File: config.mk
export PLATFORM = sky130hd
export DESIGN_NAME = tlo_queue
export DESIGN_NICKNAME = d
export VERILOG_FILES = /design/src/rtl/tlo_pkg.sv /design/src/rtl/tlo_queue.sv
export SDC_FILE = /design/constraint.sdc
export NUM_CORES = 1
export LEC_CHECK = 0
export BUFFER_PORTS_ARGS = -buffer_cell sky130_fd_sc_hd__buf_2
export CAP_MARGIN = 20
export CORE_MARGIN = 1
export CORE_UTILIZATION = 35
export CTS_CLUSTER_DIAMETER = 100
export CTS_CLUSTER_SIZE = 40
export DETAILED_ROUTE_END_ITERATION = 12
export PLACE_DENSITY = 0.53
export SYNTH_ARGS = -nofsm -noshare
export SYNTH_HDL_FRONTEND = slang
export SYNTH_SLANG_ARGS = --single-unit
File: constraint.sdc
create_clock -name clock -period 2.85 [get_ports clock]
set_clock_uncertainty 0.1 [all_clocks]
set_input_delay 0.1425 -clock clock [delete_from_list [all_inputs] [get_ports clock]]
set_output_delay 0.1425 -clock clock [all_outputs]
set_load 0.01 [all_outputs]
File: src/rtl/tlo_pkg.sv
// Package for the table lookup oscillator: widths, codes, item and config types,
// and the table length clamp functions. No dependencies.
package tlo_pkg;

   // Table geometry and phase format
   localparam int TABLE_DEPTH = 4096;
   localparam int ADDR_W      = $clog2(TABLE_DEPTH);
   localparam int PHASE_FRAC  = 20;
   localparam int PHASE_W     = ADDR_W + PHASE_FRAC;
   localparam int LIM_W       = PHASE_W + 1;

   // Field widths
   localparam int IDX_W     = 12;
   localparam int WORD_W    = 24;
   localparam int WORD_FRAC = 23;
   localparam int AMP_W     = 32;
   localparam int FREQ_W    = 32;
   localparam int SCALE_W   = 32;
   localparam int LEN_W     = 13;
   localparam int SAMPLE_W  = 32;

   // Datapath widths
   localparam int PROD_W     = FREQ_W + SCALE_W;
   localparam int MAG_W      = PROD_W - PHASE_FRAC;
   localparam int SPROD_W    = AMP_W + WORD_W;
   localparam int SHIFTED_W  = SPROD_W - WORD_FRAC;

   localparam logic [SAMPLE_W-1:0] SAMPLE_MAX = {1'b0, {(SAMPLE_W-1){1'b1}}};
   localparam logic [SAMPLE_W-1:0] SAMPLE_MIN = {1'b1, {(SAMPLE_W-1){1'b0}}};

   // Config port
   localparam int CSR_IDX_W  = 4;
   localparam int CSR_DATA_W = 32;
   localparam logic [CSR_IDX_W-1:0] CSR_TABLE_LENGTH = 4'd0;
   localparam logic [CSR_IDX_W-1:0] CSR_FREQ_SCALE   = 4'd1;

   localparam logic [LEN_W-1:0]   RESET_TABLE_LENGTH = 13'd4096;
   localparam logic [SCALE_W-1:0] RESET_FREQ_SCALE   = 32'd1431656;

   // Request codes
   localparam logic REQ_WRITE    = 1'b0;
   localparam logic REQ_GENERATE = 1'b1;

   // Front-to-back queue
   localparam int QUEUE_DEPTH = 4;
   localparam int QPTR_W      = $clog2(QUEUE_DEPTH);
   localparam int QCNT_W      = $clog2(QUEUE_DEPTH + 1);

   typedef struct packed {
      logic                      gen;
      logic [IDX_W-1:0]          index;
      logic signed [WORD_W-1:0]  value;
      logic signed [AMP_W-1:0]   amp;
      logic                      neg;
      logic [PHASE_W-1:0]        mag;
   } tlo_item_type;

   typedef struct packed {
      logic [LIM_W-1:0]   limit;
      logic [PHASE_W-1:0] limit_m1;
      logic [SCALE_W-1:0] freq_scale;
   } tlo_cfg_type;

   // Effective length (0 acts as 1, clamp to depth) in phase units
   function automatic logic [LIM_W-1:0] eff_limit(input logic [LEN_W-1:0] len);
      logic [31:0] n;
      n = 32'(len);
      if (n == 32'd0) n = 32'd1;
      if (n > 32'(TABLE_DEPTH)) n = 32'(TABLE_DEPTH);
      return LIM_W'(n) << PHASE_FRAC;
   endfunction

   function automatic logic [PHASE_W-1:0] eff_limit_m1(input logic [LEN_W-1:0] len);
      logic [LIM_W-1:0] lm1;
      lm1 = eff_limit(len) - LIM_W'(1);
      return lm1[PHASE_W-1:0];
   endfunction

endpackage

File: src/rtl/tlo_queue.sv
// Short FIFO of decoded items between front and back end.
// Depends on tlo_pkg.
module tlo_queue (
   input  logic                  clock,
   input  logic                  reset,
   input  logic                  push_valid,
   output logic                  push_ready,
   input  tlo_pkg::tlo_item_type push_item,
   output logic                  pop_valid,
   input  logic                  pop_ready,
   output tlo_pkg::tlo_item_type pop_item
);
   import tlo_pkg::*;

   tlo_item_type      slot_ff [QUEUE_DEPTH];
   logic [QPTR_W-1:0] wr_ptr_ff, wr_ptr_in;
   logic [QPTR_W-1:0] rd_ptr_ff, rd_ptr_in;
   logic [QCNT_W-1:0] count_ff, count_in;
   logic              push;
   logic              pop;

   assign push_ready = (count_ff != QCNT_W'(QUEUE_DEPTH));
   assign pop_valid  = (count_ff != '0);
   assign push       = push_valid && push_ready;
   assign pop        = pop_valid && pop_ready;
   assign pop_item   = slot_ff[rd_ptr_ff];

   always_comb begin
      wr_ptr_in = wr_ptr_ff;
      rd_ptr_in = rd_ptr_ff;
      count_in  = count_ff;
      if (push) begin
         wr_ptr_in = (wr_ptr_ff == QPTR_W'(QUEUE_DEPTH - 1)) ? '0 : wr_ptr_ff + 1'b1;
      end
      if (pop) begin
         rd_ptr_in = (rd_ptr_ff == QPTR_W'(QUEUE_DEPTH - 1)) ? '0 : rd_ptr_ff + 1'b1;
      end
      if (push && !pop) begin
         count_in = count_ff + 1'b1;
      end else if (pop && !push) begin
         count_in = count_ff - 1'b1;
      end
   end

   always_ff @(posedge clock) begin
      if (reset) begin
         wr_ptr_ff <= '0;
         rd_ptr_ff <= '0;
         count_ff  <= '0;
      end else begin
         wr_ptr_ff <= wr_ptr_in;
         rd_ptr_ff <= rd_ptr_in;
         count_ff  <= count_in;
      end
   end

   always_ff @(posedge clock) begin
      if (push) begin
         slot_ff[wr_ptr_ff] <= push_item;
      end
   end

endmodule

* Yosys cells after proc, flatten, opt, wreduce, memory -nomap -nowiden
Memory sizes are Yosys's and may differ from the RTL's. A register that Yosys moved wholly into a read port is not among the register bits.
Cells that the tools add are included.
W data, S select, Z words.
** Operators by class
- Reductions and logical operators :: 8
- Equality and inequality tests :: 3
- Add/sub/neg operators :: 4
- Mux-type cells :: 8
** Operators by type and width (count)
- $mux W2 :: 4
- $mux W3 :: 2
- $add A2 B1 Y2 const B :: 2
- $eq A2 B2 Y1 const B :: 2
- $logic_and A1 B1 Y1 :: 4
- $add A3 B1 Y3 const B :: 1
- $ne A3 B3 Y1 const B :: 1
- $reduce_bool A3 Y1 :: 1
- $sub A3 B1 Y3 const B :: 1
- $logic_not A1 Y1 :: 2
- $mux W1 :: 2
- $reduce_bool A2 Y1 :: 1
** Word-level totals
- Output and inout port bits :: 104
- Memories kept :: 1
- Word-level logic and storage cells :: 27
- RAM bits :: 408
- Bits in registers :: 7
- Bits of input ports :: 106
** Memory list
- slot_ff :: depth 4, bits a word 102, rd ports 1, clocked after Yosys merged registers in 1, wr ports 1, line tlo_queue.sv:15 : tlo_item_type slot_ff [QUEUE_DEPTH];

* Longest topological paths before layout
- Word-level depth :: 6
- Gate-level depth with buffers :: 9
- Gate-level depth less buffers :: 8

* Least setup slack after synthesis
Ideal clock, no wire load.
- Path kind :: register -> register
- From :: reg count_ff[0]
- To :: mem slot_ff[0][0] in the netlist's numbering, enable pin
- Cell stages (with the launch flop) :: 4
- Path buffers :: 1
- Required time :: 2335 ps
- Arrival time :: 1975 ps
- Setup time :: 415 ps
- Period minus slack after synthesis :: 2490 ps
- Path slack :: 360 ps
- Cells stage by stage :: dfxtp_1 or3b_1 buf_6 and3_2
** On the way
- Cells in the longest elaborated chain, start to end :: 4
** RTL lines
- start, declared :: line tlo_queue.sv:18 : logic [QCNT_W-1:0] count_ff, count_in;
- start signal, assigned :: line tlo_queue.sv:53 : count_ff <= count_in;
- $ne A3 B3 Y1 :: line tlo_queue.sv:22 : assign push_ready = (count_ff != QCNT_W'(QUEUE_DEPTH));
- via push_ready :: line tlo_queue.sv:7 : output logic push_ready,
- $logic_and A1 B1 Y1 :: line tlo_queue.sv:24 : assign push = push_valid && push_ready;
- $mux W1 :: line tlo_queue.sv:58 : if (push) begin
- $mux W1 (not written as such) :: line tlo_queue.sv:59 : slot_ff[wr_ptr_ff] <= push_item;
- end, declared :: line tlo_queue.sv:15
The timed path passes the listed nets, and every way through them passes these cells.

==> metrics.yaml <==
cts_tree: "done"
critical_path_class: "flip-flop to primary output"
stdcell_count: 1493
grt-ovfl-total: 0
slew_headroom_pct: 72.59
synth_top_family_by_area: "multiplexers"
syn_area_mm2: 0.01520
via_per_inst: 4.704
n_fill_cell: 3684
synth_top_area_cell: "edfxtp_1"
timing.hold.ws_ns: 0.2471
setup_viol: 0
placeableCoreArea_mm2: 0.04242
synthCells: 580
power_density_mw_per_mm2: 737.5
finalCritPeriodShare_pct: 87.01
path_max_fanout: 40
final_antenna_net_count: 0
avgSynthCellArea_um2: 26.20
fp.dieW_um: 210.4
maxCapViolations: 0
required_ns: 2.61
worst_slew_pin_slew_ns: 0.4111
drt_pre_antenna_iters: 4
wl_per_cell_um: 19.70
syn_to_final_growth_pct: 22.91
power.leakage_nw: 6.138
yosysWarningCount: 0
ir_drop_uv: 369.5
grt_setup_unrepaired: "false"
synth_edf_count: 408
synth_ff_type: "edfxtp_1"
post_cts_buffers: 0
cp-start-kind: "flip-flop"
antenna_found_initial: 2
synth_xor_xnor_area_share_pct: 0.1153
ys_types: 25
finalMaxSlewViolations: 0
wl_um: 29410
track_usage_pct: 13.24
grt_max_degree: 59
fin_crit_ns: 2.480
gp_congestion: 0.6726
synth.top_cell.area_share_pct: 80.63
core.rowCount: 75
tns_ns: 0
port_buffers: 209
initial_utilization_pct: 35.83
yosysSeqAreaShare_pct: 81.81
end_kind: "primary output"
synthTopCellsByArea: "edfxtp_1 81%, mux4_2 15%, dfxtp_1 1.2%, buf_6 0.67%, ha_1 0.49%"
arrival_ns: 2.24
cts_max_level: 1
hpwl_um: 17820
hp-class: "input pin to flip-flop"
clockRootBuffer: "clkbuf_16"
outcome: "finished clean"
cts.sinks: 417
nets: 1021
vias: 7023
fmax_mhz: 403.3
synthAdderAreaFrac_pct: 0.6258
finalHoldViolCount: 0
synth.area.mux_share_pct: 15.31
num_io_pins: 210
design_area_mm2: 0.01868
synth-seq-cells: 417
path_clk_slew_ns: 0.14
die_y_um: 210.4
placed_area_mm2: 0.01716
clkLatencyLatePin_ns: 0.52
clk_path_buf_depth: 3
power_mw: 13.77
cts-resized-gates: 0
drive_above_1_share_pct: 39.78
cts_buffers: 15
synthesis.nets: 693
synth-simple-area-share_pct: 0.6999
first_global_vias: 7570
place_inst: 1363
grt_pass1_wl_um: 44910
dieArea_mm2: 0.04425
drc: 0
synthArstFlopShare_pct: 0
synth-compound-area-share_pct: 0.2305
drt-initial-drc-count: 308
==> stage by stage <==
| step | util (%) | setup WS (ns) |
|---|---|---|
| floorplan | - | 0.3595 |
| finish | 44.03 | 0.3702 |
| detailed placement | 40.46 | 0.4676 |
| global placement | 40.46 | 0.5064 |
| global route | 44.03 | 0.2146 |
| CTS | 44.03 | 0.2839 |
==> Yosys cell counts, types with 3 or more instances <==
cell type  number
edfxtp_1      408
mux4_2        102
buf_2          11
buf_6           9
dfxtp_1         9
ha_1            6
and3_2          4
clkbuf_1        4
inv_1           3
mux2i_1         3
nor2_1          3
==> critical path, cell delays in order (launching register included) <==
cell	delay [ns]
dfxtp_4	0.57
buf_12	0.35
mux4_2	0.58
buf_2	0.17
==> what timing repair did <==
action,in CTS,in global routing
hold endpoints to repair,417,0
hold buffers,105,0
setup endpoints to repair,0,0
==> final cells by class <==
cell class                 instances  area, um^2  area share (%)
inverter                           3       11.26         0.06029
sequential                       417       12440           66.60
antenna                            1       2.502         0.01340
tap                              577       721.9           3.865
timing repair buffer             335        2442           13.08
multi-input combinational        136        2596           13.90
clock buffer                      16       379.1           2.030
clock inverter                     8       83.83          0.4489
==> layout by cell type, fill, tap and decap left out, types with 2 or more instances in the layout <==
| cell type | Yosys | final |
|---|---|---|
| buf_2 | 11 | 209 |
| clkinv_8 | 0 | 3 |
| xor2_1 | 2 | 2 |
| inv_1 | 3 | 3 |
| nor2_1 | 3 | 3 |
| or3_2 | 2 | 2 |
| mux2i_1 | 3 | 3 |
| ha_1 | 6 | 6 |
| and3_4 | 0 | 4 |
| edfxtp_1 | 408 | 408 |
| dlygate4sd3_1 | 0 | 105 |
| buf_12 | 0 | 15 |
| dfxtp_1 | 9 | 7 |
| clkbuf_16 | 0 | 15 |
| inv_6 | 0 | 2 |
| mux4_2 | 102 | 102 |
| nand2b_1 | 2 | 2 |
| a21oi_1 | 2 | 2 |
| dfxtp_4 | 0 | 2 |
| buf_4 | 0 | 6 |
==> cells by family (layout without fill, tap and decap cells) <==
family / Yosys count / in the layout
XOR/XNOR: 2 / 2
AND/OR/NAND/NOR: 17 / 17
multiplexers: 105 / 105
adder cells (fa/ha/maj): 7 / 7
flip-flops: 417 / 417
buffers and inverters: 27 / 362
AO/OA/AOI/OAI: 5 / 5
other: 0 / 1
==> flip-flops by register name (all words and copies together) (netlist names), named ones only <==
| register | flops |
|---|---|
| count_ff | 3 |
| slot_ff | 408 |
| rd_ptr_ff | 2 |
| wr_ptr_ff | 2 |
==> metal layers <==
layer  vias to the layer above  part of all wire (%)  GRT usage [%]
met2                       156                    48          21.75
li1                       3136                     -              -
met3                        21                   6.6          3.308
met1                      3708                    45          18.13
met5                         -                 0.044              0
met4                         2                   1.0          2.165
==> path summary, 6_finish.rpt <==
kind | from | end | slack, ns | cells after the start
worst max-delay path | flip-flop | pop_item[40] | 0.37 | 3
worst min-delay path | push_item[42] | slot_ff[3][42]$_DFFE_PP_ | 0.25 | 2
worst max register to register | count_ff[0]$_SDFFE_PP0P_ | count_ff[2]$_SDFFE_PP0P_ | 0.42 | 8
worst min register to register | rd_ptr_ff[0]$_SDFFE_PP0P_ | flip-flop | 0.40 | 2
==> power breakdown <==
group	switching [mW]	leakage, nW	internal (mW)
Sequential	0.198	3.81	7.41
Combinational	1.72	2.10	1.64
Clock	1.78	0.225	1.03
Note: power is estimated with default switching activity, not from simulation.
