## src/rtl/tlo_pkg.sv

```systemverilog
// Package for the table lookup oscillator: widths, codes, item and config types,
// and the table length clamp functions. No dependencies.
package tlo_pkg;

   // Table geometry and phase format
   localparam int TABLE_DEPTH = 4096;
   localparam int ADDR_W      = $clog2(TABLE_DEPTH);
   localparam int PHASE_FRAC  = 20;
   localparam int PHASE_W     = ADDR_W + PHASE_FRAC;
   localparam int LIM_W       = PHASE_W + 1;

   // Field widths
   localparam int IDX_W     = 12;
   localparam int WORD_W    = 24;
   localparam int WORD_FRAC = 23;
   localparam int AMP_W     = 32;
   localparam int FREQ_W    = 32;
   localparam int SCALE_W   = 32;
   localparam int LEN_W     = 13;
   localparam int SAMPLE_W  = 32;

   // Datapath widths
   localparam int PROD_W     = FREQ_W + SCALE_W;
   localparam int MAG_W      = PROD_W - PHASE_FRAC;
   localparam int SPROD_W    = AMP_W + WORD_W;
   localparam int SHIFTED_W  = SPROD_W - WORD_FRAC;

   localparam logic [SAMPLE_W-1:0] SAMPLE_MAX = {1'b0, {(SAMPLE_W-1){1'b1}}};
   localparam logic [SAMPLE_W-1:0] SAMPLE_MIN = {1'b1, {(SAMPLE_W-1){1'b0}}};

   // Config port
   localparam int CSR_IDX_W  = 4;
   localparam int CSR_DATA_W = 32;
   localparam logic [CSR_IDX_W-1:0] CSR_TABLE_LENGTH = 4'd0;
   localparam logic [CSR_IDX_W-1:0] CSR_FREQ_SCALE   = 4'd1;

   localparam logic [LEN_W-1:0]   RESET_TABLE_LENGTH = 13'd4096;
   localparam logic [SCALE_W-1:0] RESET_FREQ_SCALE   = 32'd1431656;

   // Request codes
   localparam logic REQ_WRITE    = 1'b0;
   localparam logic REQ_GENERATE = 1'b1;

   // Front-to-back queue
   localparam int QUEUE_DEPTH = 4;
   localparam int QPTR_W      = $clog2(QUEUE_DEPTH);
   localparam int QCNT_W      = $clog2(QUEUE_DEPTH + 1);

   typedef struct packed {
      logic                      gen;
      logic [IDX_W-1:0]          index;
      logic signed [WORD_W-1:0]  value;
      logic signed [AMP_W-1:0]   amp;
      logic                      neg;
      logic [PHASE_W-1:0]        mag;
   } tlo_item_type;

   typedef struct packed {
      logic [LIM_W-1:0]   limit;
      logic [PHASE_W-1:0] limit_m1;
      logic [SCALE_W-1:0] freq_scale;
   } tlo_cfg_type;

   // Effective length (0 acts as 1, clamp to depth) in phase units
   function automatic logic [LIM_W-1:0] eff_limit(input logic [LEN_W-1:0] len);
      logic [31:0] n;
      n = 32'(len);
      if (n == 32'd0) n = 32'd1;
      if (n > 32'(TABLE_DEPTH)) n = 32'(TABLE_DEPTH);
      return LIM_W'(n) << PHASE_FRAC;
   endfunction

   function automatic logic [PHASE_W-1:0] eff_limit_m1(input logic [LEN_W-1:0] len);
      logic [LIM_W-1:0] lm1;
      lm1 = eff_limit(len) - LIM_W'(1);
      return lm1[PHASE_W-1:0];
   endfunction

endpackage

```

## src/rtl/tlo_front.sv

```systemverilog
// Front end: accepts items, classifies them, forms the clamped phase increment.
// Depends on tlo_pkg.
module tlo_front (
   input  logic                                clock,
   input  logic                                reset,
   input  tlo_pkg::tlo_cfg_type                cfg,
   input  logic                                req_valid,
   output logic                                req_ready,
   input  logic                                req_type,
   input  logic [tlo_pkg::IDX_W-1:0]           req_table_index,
   input  logic signed [tlo_pkg::WORD_W-1:0]   req_table_value,
   input  logic signed [tlo_pkg::AMP_W-1:0]    req_amplitude,
   input  logic signed [tlo_pkg::FREQ_W-1:0]   req_frequency,
   output logic                                out_valid,
   input  logic                                out_ready,
   output tlo_pkg::tlo_item_type               out_item
);
   import tlo_pkg::*;

   logic                     adv;
   logic                     accept;
   logic                     freq_neg;
   logic [FREQ_W-1:0]        freq_u;
   logic [FREQ_W-1:0]        freq_abs;
   logic [MAG_W-1:0]         mag_full;

   // stage 1: registered item with |frequency|
   logic                     f1_valid_ff, f1_valid_in;
   logic                     f1_gen_ff, f1_gen_in;
   logic [IDX_W-1:0]         f1_index_ff, f1_index_in;
   logic signed [WORD_W-1:0] f1_value_ff, f1_value_in;
   logic signed [AMP_W-1:0]  f1_amp_ff, f1_amp_in;
   logic                     f1_neg_ff, f1_neg_in;
   logic [FREQ_W-1:0]        f1_fabs_ff, f1_fabs_in;

   // stage 2: |frequency| * freq_scale
   logic                     f2_valid_ff, f2_valid_in;
   logic                     f2_gen_ff, f2_gen_in;
   logic [IDX_W-1:0]         f2_index_ff, f2_index_in;
   logic signed [WORD_W-1:0] f2_value_ff, f2_value_in;
   logic signed [AMP_W-1:0]  f2_amp_ff, f2_amp_in;
   logic                     f2_neg_ff, f2_neg_in;
   logic [PROD_W-1:0]        f2_prod_ff, f2_prod_in;

   assign adv       = !f2_valid_ff || out_ready;
   assign req_ready = !f1_valid_ff || adv;
   assign accept    = req_valid && req_ready;

   assign freq_u   = $unsigned(req_frequency);
   assign freq_neg = req_frequency[FREQ_W-1];
   assign freq_abs = freq_neg ? (~freq_u + 1'b1) : freq_u;

   always_comb begin
      f1_valid_in = f1_valid_ff;
      f1_gen_in   = f1_gen_ff;
      f1_index_in = f1_index_ff;
      f1_value_in = f1_value_ff;
      f1_amp_in   = f1_amp_ff;
      f1_neg_in   = f1_neg_ff;
      f1_fabs_in  = f1_fabs_ff;
      if (adv) begin
         f1_valid_in = 1'b0;
      end
      if (accept) begin
         f1_valid_in = 1'b1;
         f1_gen_in   = (req_type == REQ_GENERATE);
         f1_index_in = req_table_index;
         f1_value_in = req_table_value;
         f1_amp_in   = req_amplitude;
         f1_neg_in   = freq_neg;
         f1_fabs_in  = freq_abs;
      end
   end

   always_comb begin
      f2_valid_in = f2_valid_ff;
      f2_gen_in   = f2_gen_ff;
      f2_index_in = f2_index_ff;
      f2_value_in = f2_value_ff;
      f2_amp_in   = f2_amp_ff;
      f2_neg_in   = f2_neg_ff;
      f2_prod_in  = f2_prod_ff;
      if (adv) begin
         f2_valid_in = f1_valid_ff;
         f2_gen_in   = f1_gen_ff;
         f2_index_in = f1_index_ff;
         f2_value_in = f1_value_ff;
         f2_amp_in   = f1_amp_ff;
         f2_neg_in   = f1_neg_ff;
         f2_prod_in  = PROD_W'(f1_fabs_ff) * PROD_W'(cfg.freq_scale);
      end
   end

   always_ff @(posedge clock) begin
      if (reset) begin
         f1_valid_ff <= 1'b0;
         f2_valid_ff <= 1'b0;
      end else begin
         f1_valid_ff <= f1_valid_in;
         f2_valid_ff <= f2_valid_in;
      end
   end

   always_ff @(posedge clock) begin
      f1_gen_ff   <= f1_gen_in;
      f1_index_ff <= f1_index_in;
      f1_value_ff <= f1_value_in;
      f1_amp_ff   <= f1_amp_in;
      f1_neg_ff   <= f1_neg_in;
      f1_fabs_ff  <= f1_fabs_in;
      f2_gen_ff   <= f2_gen_in;
      f2_index_ff <= f2_index_in;
      f2_value_ff <= f2_value_in;
      f2_amp_ff   <= f2_amp_in;
      f2_neg_ff   <= f2_neg_in;
      f2_prod_ff  <= f2_prod_in;
   end

   // increment to phase format, limited just below the table length
   assign mag_full = f2_prod_ff[PROD_W-1:PHASE_FRAC];

   always_comb begin
      out_item.gen   = f2_gen_ff;
      out_item.index = f2_index_ff;
      out_item.value = f2_value_ff;
      out_item.amp   = f2_amp_ff;
      out_item.neg   = f2_neg_ff;
      if (mag_full > MAG_W'(cfg.limit_m1)) begin
         out_item.mag = cfg.limit_m1;
      end else begin
         out_item.mag = mag_full[PHASE_W-1:0];
      end
   end

   assign out_valid = f2_valid_ff;

endmodule

```

## config.mk

```make
export PLATFORM = sky130hd
export DESIGN_NAME = tlo_front
export DESIGN_NICKNAME = d
export VERILOG_FILES = /design/src/rtl/tlo_pkg.sv /design/src/rtl/tlo_front.sv
export SDC_FILE = /design/constraint.sdc
export NUM_CORES = 2
export LEC_CHECK = 0
export BUFFER_PORTS_ARGS = -buffer_cell sky130_fd_sc_hd__buf_2
export CAP_MARGIN = 20
export CORE_ASPECT_RATIO = 0.5
export CORE_MARGIN = 4
export CORE_UTILIZATION = 50
export CTS_CLUSTER_DIAMETER = 100
export CTS_CLUSTER_SIZE = 10
export DETAILED_ROUTE_END_ITERATION = 12
export GPL_TIMING_DRIVEN = 0
export PLACE_DENSITY = 0.76
export REMOVE_ABC_BUFFERS = 1
export SLEW_MARGIN = 20
export SYNTH_ARGS = -nofsm -noshare
export SYNTH_HDL_FRONTEND = slang
export SYNTH_SLANG_ARGS = --single-unit
```

## constraint.sdc

```tcl
create_clock -name clock -period 7.7 [get_ports clock]
set_input_delay 0.385 -clock clock [delete_from_list [all_inputs] [get_ports clock]]
set_output_delay 0.385 -clock clock [all_outputs]
set_load 0.02 [all_outputs]
```

; ---- Yosys cells after proc, flatten, opt, wreduce, memory -nomap -nowiden
; Index checks and enable logic that the tools add are counted.
[word_totals]
out_inout_bits = 104
input_bits = 202
reg_bits = 238
memories = 0
mem_bits_rw = 0
latchBits = 0
romBits = 0
[classes]
shift = 0
eq_ne = 0
multipliers = 1
n_bitwise = 1
add_sub_neg = 1
n_reduce_logical = 6
mux = 4
div_mod_pow = 0
n_lt_le_gt_ge = 1
[ops]
columns = operator, count
row1 = multiplier 32 x 32 -> 64 bit, 1
row2 = greater-than comparator 44 x 32 -> 1 bit, 1
row3 = "adder 32 x 1 -> 32 bit, second input constant", 1
row4 = two-way mux 32 bit, 1
row5 = NOT 32 bit, 1
row6 = two-way mux 31 bit, 1
row7 = zero test 1 bit, 2
row8 = logical OR 1 bit, 2
row9 = two-way mux 1 bit, 2
row10 = nonzero test 2 bit, 1
row11 = logical AND 1 bit, 1

; ---- Longest topological paths before layout
[depth]
depth_word = 5
ltp_mapped = 29
ltp_nobuf = 27

; ---- Worst setup path before layout
; OpenSTA, ideal clock, no wires.
[synth_timing]
kind = register -> register
start = register f1_fabs_ff[18]
end = register f2_prod_ff[58], data pin
setup_time_ns = 0.260
t_required_ns = 7.440
setup_slack_ns = 0.252
path_buffers = 2
arrival_ns = 7.188
stages_incl_launch_ff = 26
path_cell_list = edfxtp_1 > clkbuf_1 > and2_1 > fa_1 > inv_1 > fa_1 > fa_1 > fa_1 > inv_1 > fa_1 > fa_1 > fa_1 > inv_1 > fa_1 > inv_1 > ha_1 > clkbuf_1 > nand4_1 > nor3_1 > o2111ai_1 > o211ai_1 > a21oi_1 > or2_2 > o21ai_0 > a21boi_0 > xnor2_1
[synth_between]
elab_chain_cells = 1
[synth_lines]
columns = element, line
row1 = "start, declared", tlo_front.sv:34  ; logic [FREQ_W-1:0] f1_fabs_ff, f1_fabs_in;
row2 = "start signal, assigned", tlo_front.sv:110  ; f1_fabs_ff <= f1_fabs_in;
row3 = multiplier 32 x 32 -> 64 bit, tlo_front.sv:90  ; f2_prod_in = PROD_W'(f1_fabs_ff) * PROD_W'(cfg.freq_scale);
row4 = "end signal, assigned", tlo_front.sv:116  ; f2_prod_ff <= f2_prod_in;
row5 = "end, declared", tlo_front.sv:43  ; logic [PROD_W-1:0] f2_prod_ff, f2_prod_in;
; Every way passes these cells.
; A chain may end at the register's enable or synchronous reset.

; ---- Worst setup path after layout
[layout_timing]
start = register f1_fabs_ff[12]
end = register f2_prod_ff[51], data pin
; The elaborated chain is that of the path after synthesis.

==> results.json <==
{
  "routedWlPerCell_um": 19.5,
  "initialDrtViolationCount": 1884,
  "die-area_um2": 87500,
  "r2r-end": "f2_prod_ff[51]$_DFFE_PP_",
  "final-max-slew-violation-count": 0,
  "maxCapViolCount": 0,
  "postSynthCellCount": 4101,
  "hp-class": "primary input to flip-flop",
  "outcome": "finished, final reports clean",
  "fin_tns_setup_ns": 0,
  "tritoncts": "yes",
  "antenna_found_initial": 9,
  "slew_headroom_pct": 33.5,
  "grt_pass1_wl_mm": 173,
  "worstMarginPinSlew_ns": 0.989,
  "r2r.worst_path.cells": 27,
  "avgSynthCellArea_um2": 10.1,
  "synthArstFlopShare_pct": 0,
  "dp_cells": 5312,
  "final_nets": 5693,
  "io_pins": 306,
  "synth_seq_area_share_pct": 15.8,
  "htree_levels": 1,
  "clk_latency_ns": 0.53,
  "start_util_pct": 50.5,
  "regArea_um2": 6530,
  "crit_path_max_fanout": 8,
  "die-width_um": 414,
  "cts_hold_buf": 0,
  "synthAdderAreaFrac_pct": 52.3,
  "max_freq_ghz": 0.131,
  "synth_cell_types": 57,
  "drt-total-wl_mm": 106,
  "coreArea_um2": 81700,
  "r2r_start": "f1_fabs_ff[12]$_DFFE_PP_",
  "min_from": "req_amplitude[9]",
  "grt_use_total_pct": 24.7,
  "grt_setup_unrepaired": "yes",
  "dp_hpwl_mm": 86.5,
  "finalHoldViolations": 0,
  "skew_ns": 0.0144,
  "holdPathEnd": "f1_amp_ff[9]$_DFFE_PP_",
  "fillers": 6795,
  "firstDrtPassIters": 6,
  "syn2layout_area_growth_pct": 10.9,
  "grt_pass1_vias": 32500,
  "cts_sinks": 218,
  "stdcell_area_um2": 45800,
  "synth_xor_area_share_pct": 1.63,
  "yosys_most_used_dff": "edfxtp_1",
  "io_buffers": 272,
  "ant_nets": 0,
  "min_period_ns": 7.66,
  "synth_compound_area_share_pct": 3.83,
  "placed_area_um2": 44200,
  "cp-end-kind": "flip-flop",
  "multi_input_area_um2": 30900,
  "hold_depth": 1,
  "synth_edf_count": 216,
  "drive_gt1_share_pct": 12.2,
  "vias": 29400,
  "numCtsBuffers": 25,
  "r2r_setup_slack_ns": 0.04,
  "synth_mux_area_share_pct": 0.897,
  "cp_data_required_time_ns": 7.97,
  "cp.arrival_ns": 7.93,
  "clock_tree.root_cell": "clkbuf_16",
  "ys_warn_count": 0,
  "setup_viol": 0,
  "yosys_register_bits": 218,
  "cp-start-kind": "flip-flop",
  "crit_type": "flip-flop to flip-flop",
  "die_h_um": 211,
  "fin_crit_sh_pct": 99.5,
  "rows": 74,
  "gp_congestion": 0.937,
  "overflow": 0,
  "synth-simple-area-share_pct": 15.3,
  "stdcell_count": 5422,
  "route.detailed.drc": 0,
  "syn_area_um2": 41300,
  "clk_path_buf_depth": 3,
  "post_drt_via_cell_ratio": 5.41,
  "cts.clk_slew.worst_paths_ns": 0.06,
  "grt_max_degree": 74,
  "synth_top_family_by_area": "adder cells"
}
==> through the flow <==
step                worst slack, ns  hold slack [ns]  util (%)
floorplan                     0.224            0.400         -
global placement              -1.44            0.400      52.9
detailed placement           -0.972            0.405      54.1
CTS                          0.0151           0.0142      55.5
global route                 -0.172           0.0181      56.1
finish                       0.0420           0.0330      56.1
==> critical path: stages (launching register included) <==
cell and delay (ns):
edfxtp_1 0.43, clkbuf_16 0.19, buf_12 0.14, and2_4 0.14, fa_1 0.52, fa_1 0.44, fa_1 0.51, inv_2 0.04
fa_1 0.54, inv_2 0.04, fa_1 0.54, inv_2 0.04, fa_1 0.49, inv_2 0.04, fa_1 0.50, inv_1 0.05
fa_1 0.53, inv_2 0.05, ha_4 0.28, nand4_1 0.13, o21ai_0 0.23, nor2_1 0.06, o211ai_1 0.16, a31oi_1 0.12
o41a_1 0.50, o21ai_2 0.30, a41oi_1 0.18, xnor2_1 0.18
==> cell families after synthesis <==
kind of cell,Yosys count
and+or+nand+nor,1216
adders and majority gates,1188
buffers and inverters,1124
AOI/OAI and AO/OA,245
DFF,218
xor gates and xnor gates,77
muxes,33
==> routing by layer <==
| metal | routed length (µm) | track usage [%] |
|---|---|---|
| met2 | 54200 | 43.6 |
| met5 | 13 | 0 |
| met1 | 40000 | 30.7 |
| met3 | 6610 | 3.81 |
| met4 | 5130 | 10.5 |
==> registers in the layout, indices dropped and copies added (netlist names) <==
register	count
f2_neg_ff	1
f1_gen_ff	1
f2_index_ff	12
f1_fabs_ff	32
f1_valid_ff	1
f1_amp_ff	32
f2_prod_ff	44
f2_gen_ff	1
f2_value_ff	24
out_valid	1
f1_neg_ff	1
f1_index_ff	12
f1_value_ff	24
f2_amp_ff	32
==> layout by cell type (no fill, tap or decap), drive strengths merged, types with 39 or more instances in the layout <==
cell type,instances
clkbuf,39
xnor2,51
edfxtp,216
a21oi,77
fa,895
inv,908
buf,389
and2,599
a21o,49
nand2,489
o21ai,41
ha,293
==> cell usage after synthesis (12+ instances only) <==
cell,count,share of area (%)
a21o_1,49,0.89
fa_1,895,43
o31ai_1,12,0.22
edfxtp_1,216,16
nand4_1,26,0.39
nor2_1,32,0.29
xor2_1,26,0.55
clkbuf_1,215,2.0
a21oi_1,77,0.93
xnor2_1,51,1.1
and2_1,599,9.1
ha_1,293,8.9
nor3_1,15,0.18
nand2_1,489,4.4
mux2_2,32,0.87
inv_1,907,8.2
nand3_1,12,0.15
o21ai_0,41,0.50
==> layout make-up <==
cell class / count / area share (%)
Clock inverter: 1 / 0.0191
Clock buffer: 36 / 1.48
Sequential cell: 218 / 14.3
Inverter: 907 / 7.45
Tap cell: 1102 / 3.01
Multi-Input combinational cell: 2759 / 67.5
Antenna cell: 7 / 0.0383
Timing Repair Buffer: 392 / 6.29
==> how the worst max path moves through the flow <==
stage                             startpoint                       end  slack [ns]
floorplan           f1_fabs_ff[16]$_DFFE_PP_  f2_prod_ff[58]$_DFFE_PP_        0.22
global placement    f1_fabs_ff[11]$_DFFE_PP_  f2_prod_ff[49]$_DFFE_PP_       -1.44
detailed placement                    cfg[6]  f2_prod_ff[58]$_DFFE_PP_       -0.97
CTS                 f1_fabs_ff[18]$_DFFE_PP_  f2_prod_ff[56]$_DFFE_PP_        0.02
global route        f1_fabs_ff[12]$_DFFE_PP_  f2_prod_ff[63]$_DFFE_PP_       -0.17
finish              f1_fabs_ff[12]$_DFFE_PP_  f2_prod_ff[51]$_DFFE_PP_        0.04
==> timing repair <==
item | 4_1_cts | 5_1_grt
pin swaps | 12 | 30
buffers inserted | 38 | 28
resized for setup | 22 | 70
endpoints found under the setup margin | 29 | 26
Power is left out: the tool's default activity adds up to more than one toggle a clock period on the data nets, which glitch-free logic cannot reach.
